$ cat src/rtl/bcfg_pkg.sv
// Package for the emulated type-1 bridge configuration header.
// Holds the beat payload types, the dword map codes and the access size codes.
// Used by bcfg_win, bcfg_core and pci_bridge_config_space.
package bcfg_pkg;

    // Input beat: one configuration access.
    typedef struct packed {
        logic        command;
        logic [11:0] offset;
        logic [2:0]  access_size;
        logic [31:0] write_data;
    } bcfg_in_t;

    // Result beat: read data, status and the decode window state after the access.
    typedef struct packed {
        logic [31:0] read_data;
        logic        status;
        logic [32:0] io_window_base;
        logic [32:0] io_window_size;
        logic [31:0] mem_window_base;
        logic [32:0] mem_window_size;
        logic [7:0]  local_bus_number;
        logic        local_bus_update;
    } bcfg_out_t;

    // Software-written configuration registers.
    typedef struct packed {
        logic [15:0] device_id;
        logic [7:0]  revision_id;
        logic        io_port_present;
        logic [31:0] io_window_offset;
    } bcfg_cfg_t;

    // Decode window state.
    typedef struct packed {
        logic [32:0] io_base;
        logic [32:0] io_size;
        logic [31:0] mem_base;
        logic [32:0] mem_size;
    } bcfg_win_t;

    // Bridge header registers that feed the window computation.
    typedef struct packed {
        logic [15:0] command;
        logic [7:0]  io_base_low;
        logic [7:0]  io_limit_low;
        logic [15:0] io_base_high;
        logic [15:0] io_limit_high;
        logic [15:0] mem_base;
        logic [15:0] mem_limit;
    } bcfg_hdr_t;

    // Configuration register indexes.
    localparam logic [7:0] CFG_DEVICE_ID        = 8'd0;
    localparam logic [7:0] CFG_REVISION_ID      = 8'd1;
    localparam logic [7:0] CFG_IO_PORT_PRESENT  = 8'd2;
    localparam logic [7:0] CFG_IO_WINDOW_OFFSET = 8'd3;

    // Access commands.
    localparam logic CMD_READ  = 1'b0;
    localparam logic CMD_WRITE = 1'b1;

    // Access sizes in bytes.
    localparam logic [2:0] SIZE_BYTE  = 3'd1;
    localparam logic [2:0] SIZE_WORD  = 3'd2;
    localparam logic [2:0] SIZE_DWORD = 3'd4;

    // Dword addresses (byte offset bits 11:2).
    localparam logic [9:0] DW_ID       = 10'h000;
    localparam logic [9:0] DW_CMD      = 10'h001;
    localparam logic [9:0] DW_CLASS    = 10'h002;
    localparam logic [9:0] DW_HDR      = 10'h003;
    localparam logic [9:0] DW_BAR0     = 10'h004;
    localparam logic [9:0] DW_BAR1     = 10'h005;
    localparam logic [9:0] DW_BUS      = 10'h006;
    localparam logic [9:0] DW_IO_LOW   = 10'h007;
    localparam logic [9:0] DW_MEM      = 10'h008;
    localparam logic [9:0] DW_PREF     = 10'h009;
    localparam logic [9:0] DW_IO_HIGH  = 10'h00C;
    localparam logic [9:0] DW_ROM      = 10'h00E;
    localparam logic [9:0] DW_INTR     = 10'h00F;

    // Fixed header contents.
    localparam logic [15:0] VENDOR_ID   = 16'h11ab;
    localparam logic [15:0] CLASS_CODE  = 16'h0604;
    localparam logic [31:0] HDR_DWORD   = 32'h0001_0010;
    localparam logic [7:0]  IO_LOW_RST  = 8'h01;

endpackage

$ cat src/rtl/pci_bridge_config_space.sv
// Emulated type-1 bridge configuration header, top level.
// Input and result registers around bcfg_core; configuration registers.
// Depends on bcfg_pkg and bcfg_core.
//
// Usage:
// - s_valid/s_ready/s_data carry one configuration access per beat: read or
//   write, byte offset, access size and right-aligned write data.
// - m_valid/m_ready/m_data return one result beat per access: read data,
//   status, the I/O and memory decode windows after the access, and the
//   secondary bus number when the bus-number dword was written.
// - cfg_valid/cfg_ready/cfg_index/cfg_data write the device id, revision,
//   I/O target presence and I/O window offset; cfg_ready is always high.
// - An accepted input beat passes through the input register and then the
//   result register to its result beat. Decode, lane merge and window
//   arithmetic sit between the two registers.
// - Throughput is one access per cycle while the receiver takes results; the header
//   state is updated as an access moves into the result register, so the next access sees it.
// - When the receiver stalls, the result register holds its beat and the
//   input register fills; s_ready drops once both are occupied.
// - Reset clears both pipeline registers and restores the header registers
//   and configuration registers to their reset values.
module pci_bridge_config_space (
    input  logic                aclk,
    input  logic                aresetn,
    input  logic                s_valid,
    output logic                s_ready,
    input  bcfg_pkg::bcfg_in_t  s_data,
    output logic                m_valid,
    input  logic                m_ready,
    output bcfg_pkg::bcfg_out_t m_data,
    input  logic                cfg_valid,
    output logic                cfg_ready,
    input  logic [7:0]          cfg_index,
    input  logic [31:0]         cfg_data
);

    bcfg_pkg::bcfg_cfg_t cfg_reg, cfg_next;
    bcfg_pkg::bcfg_in_t  in_reg;
    bcfg_pkg::bcfg_out_t out_reg;
    bcfg_pkg::bcfg_out_t result;
    logic                in_valid_reg, in_valid_next;
    logic                out_valid_reg, out_valid_next;
    logic                advance;

    // Pipeline flow control: an access advances when the result register is empty or its beat is taken.
    assign advance   = in_valid_reg && (!out_valid_reg || m_ready);
    assign s_ready   = !in_valid_reg || advance;
    assign cfg_ready = 1'b1;

    assign in_valid_next  = (s_valid && s_ready) || (in_valid_reg && !advance);
    assign out_valid_next = advance || (out_valid_reg && !m_ready);

    // Configuration register decoder.
    always_comb begin
        cfg_next = cfg_reg;
        if (cfg_valid) begin
            unique case (cfg_index)
                bcfg_pkg::CFG_DEVICE_ID:        cfg_next.device_id        = cfg_data[15:0];
                bcfg_pkg::CFG_REVISION_ID:      cfg_next.revision_id      = cfg_data[7:0];
                bcfg_pkg::CFG_IO_PORT_PRESENT:  cfg_next.io_port_present  = cfg_data[0];
                bcfg_pkg::CFG_IO_WINDOW_OFFSET: cfg_next.io_window_offset = cfg_data;
                default: ;
            endcase
        end
    end

    bcfg_core u_core (
        .aclk    (aclk),
        .aresetn (aresetn),
        .fire    (advance),
        .item    (in_reg),
        .cfg     (cfg_reg),
        .result  (result)
    );

    // Control and configuration registers.
    always_ff @(posedge aclk) begin
        if (!aresetn) begin
            in_valid_reg  <= 1'b0;
            out_valid_reg <= 1'b0;
            cfg_reg       <= '0;
        end else begin
            in_valid_reg  <= in_valid_next;
            out_valid_reg <= out_valid_next;
            cfg_reg       <= cfg_next;
        end
    end

    // Payload registers.
    always_ff @(posedge aclk) begin
        if (s_valid && s_ready) begin
            in_reg <= s_data;
        end
        if (advance) begin
            out_reg <= result;
        end
    end

    assign m_valid = out_valid_reg;
    assign m_data  = out_reg;

endmodule

$ cat src/rtl/bcfg_win.sv
// Decode window computation for the bridge header.
// Recomputes, clears or holds the I/O and memory windows from the updated header registers.
// Depends on bcfg_pkg.
module bcfg_win (
    input  bcfg_pkg::bcfg_hdr_t hdr,
    input  logic                io_port_present,
    input  logic [31:0]         io_window_offset,
    input  logic                io_upd,
    input  logic                mem_upd,
    input  bcfg_pkg::bcfg_win_t win_cur,
    output bcfg_pkg::bcfg_win_t win_new
);

    logic        io_invalid;
    logic        mem_invalid;
    logic [31:0] io_bus_base;
    logic [31:0] io_top;
    logic [31:0] mem_base;
    logic [31:0] mem_top;

    // Bus-side window edges; the type nibble of the low bytes is masked off.
    assign io_bus_base = {hdr.io_base_high, hdr.io_base_low[7:4], 12'h000};
    assign io_top      = {hdr.io_limit_high, hdr.io_limit_low[7:4], 12'hFFF};
    assign mem_base    = {hdr.mem_base[15:4], 20'h00000};
    assign mem_top     = {hdr.mem_limit[15:4], 20'hFFFFF};

    assign io_invalid  = (hdr.io_limit_low < hdr.io_base_low)
                       || (hdr.io_limit_high < hdr.io_base_high)
                       || !hdr.command[0];
    assign mem_invalid = (hdr.mem_limit < hdr.mem_base) || !hdr.command[1];

    // I/O window: clear when invalid, hold when no I/O target exists; memory window: clear when invalid.
    always_comb begin
        win_new = win_cur;
        if (io_upd) begin
            if (io_invalid) begin
                win_new.io_base = '0;
                win_new.io_size = '0;
            end else if (io_port_present) begin
                win_new.io_base = {1'b0, io_window_offset} + {1'b0, io_bus_base};
                win_new.io_size = {1'b0, io_top} - {1'b0, io_bus_base} + 33'd1;
            end
        end
        if (mem_upd) begin
            if (mem_invalid) begin
                win_new.mem_base = '0;
                win_new.mem_size = '0;
            end else begin
                win_new.mem_base = mem_base;
                win_new.mem_size = {1'b0, mem_top} - {1'b0, mem_base} + 33'd1;
            end
        end
    end

endmodule

$ cat src/rtl/bcfg_core.sv
// Register file and access logic of the bridge header.
// Decodes one access, merges write lanes, updates state and forms the result.
// Depends on bcfg_pkg and bcfg_win.
module bcfg_core (
    input  logic                aclk,
    input  logic                aresetn,
    input  logic                fire,
    input  bcfg_pkg::bcfg_in_t  item,
    input  bcfg_pkg::bcfg_cfg_t cfg,
    output bcfg_pkg::bcfg_out_t result
);

    bcfg_pkg::bcfg_hdr_t hdr_reg, hdr_next;
    bcfg_pkg::bcfg_win_t win_reg, win_next;
    logic [31:0] bar0_reg, bar0_next;
    logic [31:0] bar1_reg, bar1_next;
    logic [31:0] bus_reg, bus_next;

    logic [9:0]  dw;
    logic [4:0]  shift;
    logic        known;
    logic [31:0] cur;
    logic [31:0] cur_shifted;
    logic        size_ok;
    logic [31:0] lane_mask;
    logic [31:0] keep;
    logic [31:0] merged;
    logic        is_write;
    logic        wr_ok;
    logic        io_upd;
    logic        mem_upd;

    assign dw       = item.offset[11:2];
    assign shift    = {item.offset[1:0], 3'b000};
    assign is_write = (item.command == bcfg_pkg::CMD_WRITE);

    // Read map decoder.
    always_comb begin
        known = 1'b1;
        unique case (dw)
            bcfg_pkg::DW_ID:      cur = {cfg.device_id, bcfg_pkg::VENDOR_ID};
            bcfg_pkg::DW_CMD:     cur = {16'h0000, hdr_reg.command};
            bcfg_pkg::DW_CLASS:   cur = {bcfg_pkg::CLASS_CODE, 8'h00, cfg.revision_id};
            bcfg_pkg::DW_HDR:     cur = bcfg_pkg::HDR_DWORD;
            bcfg_pkg::DW_BAR0:    cur = bar0_reg;
            bcfg_pkg::DW_BAR1:    cur = bar1_reg;
            bcfg_pkg::DW_BUS:     cur = bus_reg;
            bcfg_pkg::DW_IO_LOW:  cur = cfg.io_port_present
                                      ? {16'h0000, hdr_reg.io_limit_low, hdr_reg.io_base_low}
                                      : 32'h0;
            bcfg_pkg::DW_MEM:     cur = {hdr_reg.mem_limit, hdr_reg.mem_base};
            bcfg_pkg::DW_IO_HIGH: cur = {hdr_reg.io_limit_high, hdr_reg.io_base_high};
            bcfg_pkg::DW_PREF,
            bcfg_pkg::DW_ROM,
            bcfg_pkg::DW_INTR:    cur = 32'h0;
            default: begin
                cur   = 32'hFFFF_FFFF;
                known = 1'b0;
            end
        endcase
    end

    // Lane mask from the access size; other sizes are rejected on writes.
    always_comb begin
        size_ok = 1'b1;
        case (item.access_size)
            bcfg_pkg::SIZE_DWORD: lane_mask = 32'hFFFF_FFFF;
            bcfg_pkg::SIZE_WORD:  lane_mask = 32'h0000_FFFF;
            bcfg_pkg::SIZE_BYTE:  lane_mask = 32'h0000_00FF;
            default: begin
                lane_mask = 32'h0;
                size_ok   = 1'b0;
            end
        endcase
    end

    // Byte lane merge of the write data into the current dword.
    assign keep   = (item.access_size == bcfg_pkg::SIZE_DWORD) ? 32'h0 : ~(lane_mask << shift);
    assign merged = (cur & keep) | ((item.write_data & lane_mask) << shift);
    assign wr_ok  = fire && is_write && size_ok && known;

    // Register updates of a successful write.
    always_comb begin
        hdr_next  = hdr_reg;
        bar0_next = bar0_reg;
        bar1_next = bar1_reg;
        bus_next  = bus_reg;
        if (wr_ok) begin
            case (dw)
                bcfg_pkg::DW_CMD: begin
                    hdr_next.command    = merged[15:0];
                    hdr_next.command[0] = merged[0] & cfg.io_port_present;
                end
                bcfg_pkg::DW_BAR0:    bar0_next = merged;
                bcfg_pkg::DW_BAR1:    bar1_next = merged;
                bcfg_pkg::DW_BUS:     bus_next  = merged;
                bcfg_pkg::DW_IO_LOW: begin
                    hdr_next.io_base_low  = merged[7:0] | bcfg_pkg::IO_LOW_RST;
                    hdr_next.io_limit_low = merged[15:8] | bcfg_pkg::IO_LOW_RST;
                end
                bcfg_pkg::DW_MEM: begin
                    hdr_next.mem_base  = merged[15:0];
                    hdr_next.mem_limit = merged[31:16];
                end
                bcfg_pkg::DW_IO_HIGH: begin
                    hdr_next.io_base_high  = merged[15:0];
                    hdr_next.io_limit_high = merged[31:16];
                end
                default: ;
            endcase
        end
    end

    // Window recomputation triggers.
    assign io_upd  = wr_ok && (((dw == bcfg_pkg::DW_CMD)
                              && (hdr_next.command[0] != hdr_reg.command[0]))
                             || (dw == bcfg_pkg::DW_IO_LOW) || (dw == bcfg_pkg::DW_IO_HIGH));
    assign mem_upd = wr_ok && (((dw == bcfg_pkg::DW_CMD)
                              && (hdr_next.command[1] != hdr_reg.command[1]))
                             || (dw == bcfg_pkg::DW_MEM));

    bcfg_win u_win (
        .hdr              (hdr_next),
        .io_port_present  (cfg.io_port_present),
        .io_window_offset (cfg.io_window_offset),
        .io_upd           (io_upd),
        .mem_upd          (mem_upd),
        .win_cur          (win_reg),
        .win_new          (win_next)
    );

    // Header state registers.
    always_ff @(posedge aclk) begin
        if (!aresetn) begin
            hdr_reg <= '{command: 16'h0, io_base_low: bcfg_pkg::IO_LOW_RST,
                         io_limit_low: bcfg_pkg::IO_LOW_RST, io_base_high: 16'h0,
                         io_limit_high: 16'h0, mem_base: 16'h0, mem_limit: 16'h0};
            win_reg  <= '0;
            bar0_reg <= '0;
            bar1_reg <= '0;
            bus_reg  <= '0;
        end else begin
            hdr_reg  <= hdr_next;
            win_reg  <= win_next;
            bar0_reg <= bar0_next;
            bar1_reg <= bar1_next;
            bus_reg  <= bus_next;
        end
    end

    // Read data is aligned to the addressed lane and masked to the size.
    assign cur_shifted = cur >> shift;

    always_comb begin
        result = '0;
        if (is_write) begin
            result.status = !(size_ok && known);
        end else if (!known) begin
            result.read_data = 32'hFFFF_FFFF;
            result.status    = 1'b1;
        end else begin
            case (item.access_size)
                bcfg_pkg::SIZE_WORD: result.read_data = cur_shifted & 32'h0000_FFFF;
                bcfg_pkg::SIZE_BYTE: result.read_data = cur_shifted & 32'h0000_00FF;
                default:             result.read_data = cur;
            endcase
        end
        result.io_window_base  = win_next.io_base;
        result.io_window_size  = win_next.io_size;
        result.mem_window_base = win_next.mem_base;
        result.mem_window_size = win_next.mem_size;
        if (wr_ok && (dw == bcfg_pkg::DW_BUS)) begin
            result.local_bus_update = 1'b1;
            result.local_bus_number = merged[15:8];
        end
    end

endmodule
$ cat config.mk
export PLATFORM = sky130hd
export DESIGN_NAME = pci_bridge_config_space
export DESIGN_NICKNAME = d
export VERILOG_FILES = /design/src/rtl/bcfg_pkg.sv /design/src/rtl/pci_bridge_config_space.sv /design/src/rtl/bcfg_win.sv /design/src/rtl/bcfg_core.sv
export SDC_FILE = /design/constraint.sdc
export NUM_CORES = 1
export LEC_CHECK = 0
export BUFFER_PORTS_ARGS = -buffer_cell sky130_fd_sc_hd__buf_2
export CAP_MARGIN = 20
export CORE_MARGIN = 10
export CORE_UTILIZATION = 45
export CTS_CLUSTER_DIAMETER = 200
export DETAILED_ROUTE_END_ITERATION = 7
export PLACE_DENSITY = 0.61
export SYNTH_ARGS = -nofsm -noshare
export SYNTH_HDL_FRONTEND = slang
export SYNTH_SLANG_ARGS = --single-unit
$ cat constraint.sdc
create_clock -name aclk -period 6.8 [get_ports aclk]
set_input_delay 0.68 -clock aclk [delete_from_list [all_inputs] [get_ports aclk]]
set_output_delay 0.68 -clock aclk [all_outputs]
set_load 0.01 [all_outputs]
# Word-level counts from Yosys, hierarchy flattened
# Index checks and enable logic that the tools add are counted.
[word_totals] regBits=603 input_bits=93 output_inout_bits=176
[op_classes] addsub=5 n_lt_le_gt_ge=3 eq_ne=20 shifts=3 n_mux=21 n_bitwise=5 n_reduce_logical=43
[ops] operator="32-bit one-hot mux with 11 select lines" count=1
[ops] operator="66-bit 2-to-1 mux" count=3
[ops] operator="65-bit 2-to-1 mux" count=2
[ops] operator="32-bit 2-to-1 mux" count=4
[ops] operator="32-bit one-hot mux with 3 select lines" count=1
[ops] operator="82-bit 2-to-1 mux" count=1
[ops] operator="33-bit by 1-bit adder with 33-bit output (second input constant)" count=2
[ops] operator="32-bit by 32-bit subtractor with 33-bit output" count=2
[ops] operator="32-bit bitwise AND" count=2
[ops] operator="32-bit one-hot mux with 2 select lines" count=1
[ops] operator="32-bit by 5-bit left shift with 32-bit output" count=2
[ops] operator="10-bit by 4-bit == test with 1-bit output (second input constant)" count=5
[ops] operator="10-bit by 3-bit == test with 1-bit output (second input constant)" count=4
[ops] operator="32-bit by 32-bit adder with 33-bit output" count=1
[ops] operator="16-bit less-than comparator" count=2
[ops] operator="16-bit 2-to-1 mux" count=2
[ops] operator="32-bit NOT" count=1
[ops] operator="32-bit bitwise OR" count=1
[ops] operator="32-bit by 5-bit >> shifter with 16-bit output" count=1
[ops] operator="10-bit by 2-bit == test with 1-bit output (second input constant)" count=2
[ops] operator="8-bit by 2-bit == test with 1-bit output (second input constant)" count=2
[ops] operator="2-bit AND reduction" count=8
[ops] operator="1-bit logical AND" count=13
[ops] operator="13-bit OR reduction" count=1
[ops] operator="other kinds (15)" count=36

# Logic depth before layout (Yosys ltp)
# Gate-level depths: netlist of the first run.
[depth] depth_word=16 mapped_depth=24

# Modules after synthesis
# A second synthesis of the first run with hierarchy kept.
[hier_totals] cells_unflattened=2819 area_unflattened_um2=28090.7
[modules_own_cells] mod="bcfg_core" n_inst=1 cells_per_inst=1647 area_each_um2=14113.5
[modules_own_cells] mod="pci_bridge_config_space" n_inst=1 cells_per_inst=459 area_each_um2=8953.6
[modules_own_cells] mod="bcfg_win" n_inst=1 cells_per_inst=713 area_each_um2=5023.6

# Worst setup path after synthesis of the first run
# No wires, ideal clock.
[synth_path] path_type="input to register" startpoint="in m_ready" endpoint="reg out_reg (netlist bit m_data[32]) (data pin)" setup_ps=256 arrival_time_ps=6058 setup_slack_ps=486 path_stages=8 n_path_buf=1 cell_sequence="nand2b_1 > and2_1 > nand3_1 > nor3_1 > and4_1 > nor3_2 > buf_2 > a22o_1"
[synth_lines] item="start, declared" line="pci_bridge_config_space.sv:29" rtl="input logic m_ready,"
[synth_lines] item="end signal, assigned" line="pci_bridge_config_space.sv:95" rtl="out_reg <= result;"
[synth_lines] item="end, declared" line="pci_bridge_config_space.sv:39" rtl="bcfg_pkg::bcfg_out_t out_reg;"

==> flow_metrics.tcl, run 1 <==
set metrics [dict create \
    finClkSkew_ps 25.5 \
    ctsLongestPathBuffers 3 \
    cts_root_buf "clkbuf_16" \
    crit_path_max_fanout 17 \
    tritoncts "built" \
    largest_reg_flops 173 \
    syn_inst 2760 \
    drive_above_1_share_pct 20.0 \
    hold_viol 0 \
    required_ps 7150 \
    fp.dieH_um 269 \
    pre_cts_ws_ps 105 \
    finalWorstSetupSlack_ps 297 \
    fin_crit_sh_pct 95.6 \
    maxSlewViolCount 0 \
    clk_pin_slew_ps 60 \
    grt_antenna_before_repair 2 \
    coreArea_mm2 0.0615 \
    min_period_ps 6500 \
    fin_tns_setup_ps 0 \
    yosys.area.top_type "dfxtp_1" \
    finalNetCount 3295 \
    synth_ff_type "dfxtp_1" \
    setup_viol 0 \
    wirelength_mm 98.1 \
    hold_class "primary input to flip-flop" \
    place.gp.congestion 0.972 \
    cts_buffers 66 \
    fmax_mhz 154 \
    start_kind "flip-flop" \
    slew_headroom_pct 15.3 \
    power_density_mw_per_mm2 242 \
    cts_sinks 603 \
    row_count 91 \
    crit_family "compound AO/OA/AOI/OAI gates" \
    seq_area_frac_synth_pct 51.4 \
    critPathArrivalTime_ps 6850 \
    synth.most_common_cell "dfxtp_1" \
    rrSetupSlack_ps 300 \
    die_area_mm2 0.0721 \
    ir_drop_mv 0.244 \
    critPathBufInv 6 \
    drt_iter0_markers 2448 \
    area_growth_pct 19.6 \
    max_stage_delay_ps 1030 \
    grt_pass1_wl_mm 145 \
    crit_path_top_delay_cell "a2111oi_0" \
    first_pass_iters 6 \
    vias_per_cell 5.83 \
    yosys-top-cells-count "382 x dfxtp_1, 289 x nor2_1, 249 x nand2_1" \
    grt_overflow 0 \
    netlist_area_mm2 0.0278 \
    grtUsageTotal_pct 26.6 \
    status "complete, no violations" \
    yosys_warnings 0 \
    synth_fp_nets 2962 \
    cpMostUsedCell "buf_4" \
    worst_pin_slew_ps 1270 \
    cts_hold_buf 0 \
    ant_nets 0 \
    yosysTopAreaCellShare_pct 27.5 \
    async_flop_share_pct 0 \
    hpwl_mm 73.0 \
    route.detailed.drc 0 \
    synth_edf_count 221 \
    ys_top_cells_by_area "dfxtp_1 28%, edfxtp_1 24%, ha_1 4.2%" \
    die_w_um 269 \
    grt_pass1_vias 22080 \
    ys_ff_latch 603 \
    p_leak_nw 13.1 \
    critPathKind "flip-flop to flip-flop" \
    rsz0062_at_grt "false" \
    routed-via-count 22976 \
    drv_cap 0 \
    wl_per_cell_um 24.9 \
    num_io_pins 269 \
    syn-mean-instance-area_um2 10.1 \
    clk_latency_ps 610 \
    crit_chain "buf_4 > buf_4 > mux2_2 > nand2_1 > o22ai_1 > a2111oi_0 > a2bb2oi_1 > buf_4 > nor2_1 > a21oi_1 > ha_1 > inv_1 > fa_1 > buf_4 > nor2b_1 > o21a_1 > o21a_1 > nor3b_1 > buf_4 > o21ai_0 > a21oi_1 > xor2_1 > o2bb2ai_1" \
    grt_max_degree 112 \
    portBuffers 267 \
    htreeDepth 3 \
    end_kind "flip-flop" \
    start_util_pct 45.2 \
    synth_cell_types 90 \
]
[per-layer routing]
metal	track usage (%)	vias to the layer above	part of all wire, %
li1	-	10773	-
met1	35.8	11227	44
met2	42.3	846	46
met3	5.32	128	7.4
met4	8.97	2	2.9
met5	0	-	0.010
[cells in the final DEF (no fill, tap or decap), drive strengths merged, types with 55 or more instances in the layout]
cell / Yosys / layout
nand2: 249 / 249
buf: 44 / 458
nor2: 291 / 291
edfxtp: 221 / 221
dfxtp: 382 / 382
inv: 75 / 77
clkbuf: 149 / 92
and2: 117 / 117
a211oi: 128 / 128
a21oi: 153 / 153
and3: 55 / 55
o21ai: 116 / 116
ha: 93 / 93
a22o: 116 / 116
[power by group]
group | internal (mW) | switching, mW | total (mW)
Combinational | 0.132 | 0.311 | 0.444
Sequential | 3.80 | 0.0399 | 3.84
Clock | 2.24 | 1.52 | 3.76
Total | 6.17 | 1.87 | 8.05
[area by class of cell]
type,instances,area [um^2]
Timing Repair Buffer,458,2900
Multi-Input combinational cell,1887,12500
Sequential cell,603,14300
Clock inverter,30,352
Clock buffer,92,1940
Tap cell,790,988
Fill cell,5510,28200
Antenna cell,1,2.50
Inverter,77,294
[cells by family after synthesis]
family	after synthesis	share of synthesized area, %
AO/OA/AOI/OAI	789	20.5
XOR/XNOR	47	1.48
adder cells (fa/ha/maj)	109	5.34
buffers and inverters	270	3.91
flip-flops	603	51.4
multiplexers	55	2.08
other	1	0.0135
AND/OR/NAND/NOR	886	15.3
[through the flow]
step           power (mW)  cell area (um^2)  util (%)  cells  hold slack, ps
5_1_grt              8.28             33200      54.1   3937             238
3_3_place_gp         4.36             30900      50.3   3813             433
6_report             8.05             33300      54.1   3938             252
3_5_place_dp         4.36             30900      50.3   3814             439
4_1_cts              8.10             33200      54.0   3936             227
2_1_floorplan        4.12             27800         -   2760             421
[final timing paths]
path / start / to / cells past startpoint
worst max-delay path: in_reg[40] / m_data[102] / 23
worst max register to register: in_reg[40] / m_data[102] / 23
worst min register to register: u_core.win_reg[66] / u_core.win_reg[66] / 1
worst min-delay path: s_data[4] / in_reg[4] / 1
[repair_timing]
item / 4_1_cts / 5_1_grt
setup endpoints to repair: 0 / 19
gates resized for setup: 0 / 2
buffers inserted: 0 / 0
Note: power is estimated with default switching activity, not from simulation.
==> run 2, diff against run 1 <==
Settings changed: CTS_CLUSTER_SIZE set to 25, PLACE_DENSITY 0.61 to 0.73.
Clock period 6.8 ns to 6.7 ns, I/O delays scaled along.
==> run 2 against run 1 <==
Effect of this change: combinational power shrank 3%; cell count shrank 3.0%; routed wire length shrank 7.7%; sequential share of layout area grew 2.5 points; clock skew grew 50 ps; global-route usage shrank 2.4 points; die area is the same; power shrank 21%; first-iteration DRC count grew 5.2%; via count shrank 2.2%; largest cell class unchanged.
==> flow_metrics.tcl, run 2 (synthesis gave the netlist of run 1 again) <==
set metrics [dict create \
    status "complete, no violations" \
    cts_root_buf "clkbuf_16" \
    ant_nets 0 \
    met1_usage_pct 33.7 \
    final_cell_mix "382 x dfxtp_1, 288 x nor2_1, 266 x buf_2, 249 x nand2_1, 221 x edfxtp_1" \
    finalNetCount 3209 \
    drv_cap 0 \
    gr-max-usage-layer "met2" \
    place.gp.congestion 1.02 \
    clk_pin_slew_ps 100 \
    ir_drop_mv 0.190 \
    setup_viol 0 \
    power_density_mw_per_mm2 202 \
    met3_usage_pct 2.83 \
    p_leak_nw 12.2 \
    area_growth_pct 13.1 \
    cpMostUsedCell "buf_4" \
    tritoncts "built" \
    multi_input_area_mm2 0.0125 \
    hpwl_mm 67.7 \
    wl_per_cell_um 23.7 \
    final_cell_count_no_fill 3818 \
    die_w_um 269 \
    critPathArrivalTime_ps 6880 \
    crit_path_top_delay_cell "or4_1" \
    min_period_ps 6410 \
    crit_chain "or4_1 > or3_1 > buf_4 > nor2_4 > o211ai_1 > a221oi_1 > o22a_1 > o21ai_0 > ha_1 > nor2_1 > or4_1 > nor4_2 > a2bb2oi_1 > buf_4 > o2111ai_1 > a21oi_4 > buf_12 > buf_4 > a22o_1" \
    drt_iter0_markers 2576 \
    start_kind "flip-flop" \
    grtUsageMet2_pct 37.7 \
    largest_reg_flops 173 \
    row_count 91 \
    fill_cells 5672 \
    fin_crit_sh_pct 95.7 \
    rsz0062_at_grt "false" \
    cts_hold_buf 0 \
    start_util_pct 45.2 \
    fmax_mhz 156 \
    seq_area_mm2 0.0143 \
    clk_latency_ps 650 \
    cts_sinks 603 \
    vias_per_cell 5.88 \
    crit_path_max_fanout 22 \
    cts_buffers 28 \
    slew_headroom_pct 29.4 \
    pre_cts_ws_ps 13.6 \
    drive_above_1_share_pct 16.9 \
    wirelength_mm 90.5 \
    grt_pass1_vias 20809 \
    max_stage_delay_ps 770 \
    htreeDepth 1 \
    critPathKind "flip-flop to flip-flop" \
    route.detailed.drc 0 \
    routed-via-count 22467 \
    fin_tns_setup_ps 0 \
    first_pass_iters 7 \
    dp_cells 3767 \
    post-cts-setup-buffers 0 \
    finalWorstSetupSlack_ps 288 \
    ctsLongestPathBuffers 3 \
    coreArea_mm2 0.0615 \
    portBuffers 267 \
    num_io_pins 269 \
    grt_pass1_wl_mm 134 \
    die_area_mm2 0.0721 \
    hold_viol 0 \
    end_kind "flip-flop" \
    worst_pin_slew_ps 1060 \
    hold_class "primary input to flip-flop" \
    grt_antenna_before_repair 1 \
    critPathBufInv 4 \
    grt_max_degree 101 \
    grtUsageTotal_pct 24.2 \
    crit_family "simple AND/OR/NAND/NOR gates" \
    maxSlewViolCount 0 \
    finClkSkew_ps 75.4 \
    grt_overflow 0 \
    fp.dieH_um 269 \
    required_ps 7170 \
    final_common_cell "dfxtp_1" \
]
## run 2: cell count changes in the layout (fill, tap and decap cells not counted), moves of 4 or more
cell	before	now
buf_4	181	136
bufinv_16	6	0
clkbuf_1	14	20
clkbuf_16	72	29
clkbuf_8	6	0
clkinv_2	12	0
clkinvlp_4	4	0
## run 2: worst reg2reg max path, delay by kind of cell, from the launching register on
family,cells,cell delay [ps]
compound gates,8,2300
fa+ha+maj,1,320
buf+inv,4,740
flops,1,420
simple gates,6,2460
## run 2: power breakdown
part	internal (mW)	switching (mW)
sequential	3.86	0.0376
combinational	0.129	0.303
clock	0.827	1.19
## run 2: metrics by stage
step / util [%] / hold WS (ps) / instance area (um^2) / power, mW
floorplan: - / 421 / 27800 / 4.18
global route: 51.1 / 183 / 31400 / 6.54
global placement: 49.7 / 435 / 30600 / 4.40
detailed placement: 49.7 / 436 / 30600 / 4.40
finish: 51.1 / 206 / 31400 / 6.34
CTS: 51.1 / 177 / 31400 / 6.38
## run 2: final timing paths
kind	from	endpoint	slack [ps]	cells after the start
hold reg to reg	u_core.win_reg[69]	u_core.win_reg[69]	460	1
setup reg to reg	in_reg[45]	m_data[96]	290	19
hold / removal	s_data[18]	in_reg[18]	210	1
setup / recovery	in_reg[45]	m_data[96]	290	19
## run 2: area by class of cell
type / count / area share [%]
multi-input cells: 1887 / 39.9
repair buffers: 410 / 7.99
flip-flops and latches: 603 / 45.4
diodes: 1 / 0.00796
well taps: 790 / 3.14
clock inverters: 1 / 0.0955
inverters: 77 / 0.935
clock buffers: 49 / 2.55
## run 2: timing repair
action                                  4_1_cts  5_1_grt
resized for setup                             1        5
gates cloned                                  0        0
endpoints found under the setup margin       39      132
pin swaps                                     0        0
## run 2: routing by layer
| layer | routed length [um] | up-vias | part of all wire (%) |
|---|---|---|---|
| met5 | 0 | - | 0 |
| met4 | 3910 | 0 | 4.3 |
| met3 | 7240 | 159 | 8.0 |
| met2 | 40800 | 962 | 45 |
| met1 | 38500 | 10779 | 43 |
| li1 | - | 10567 | - |
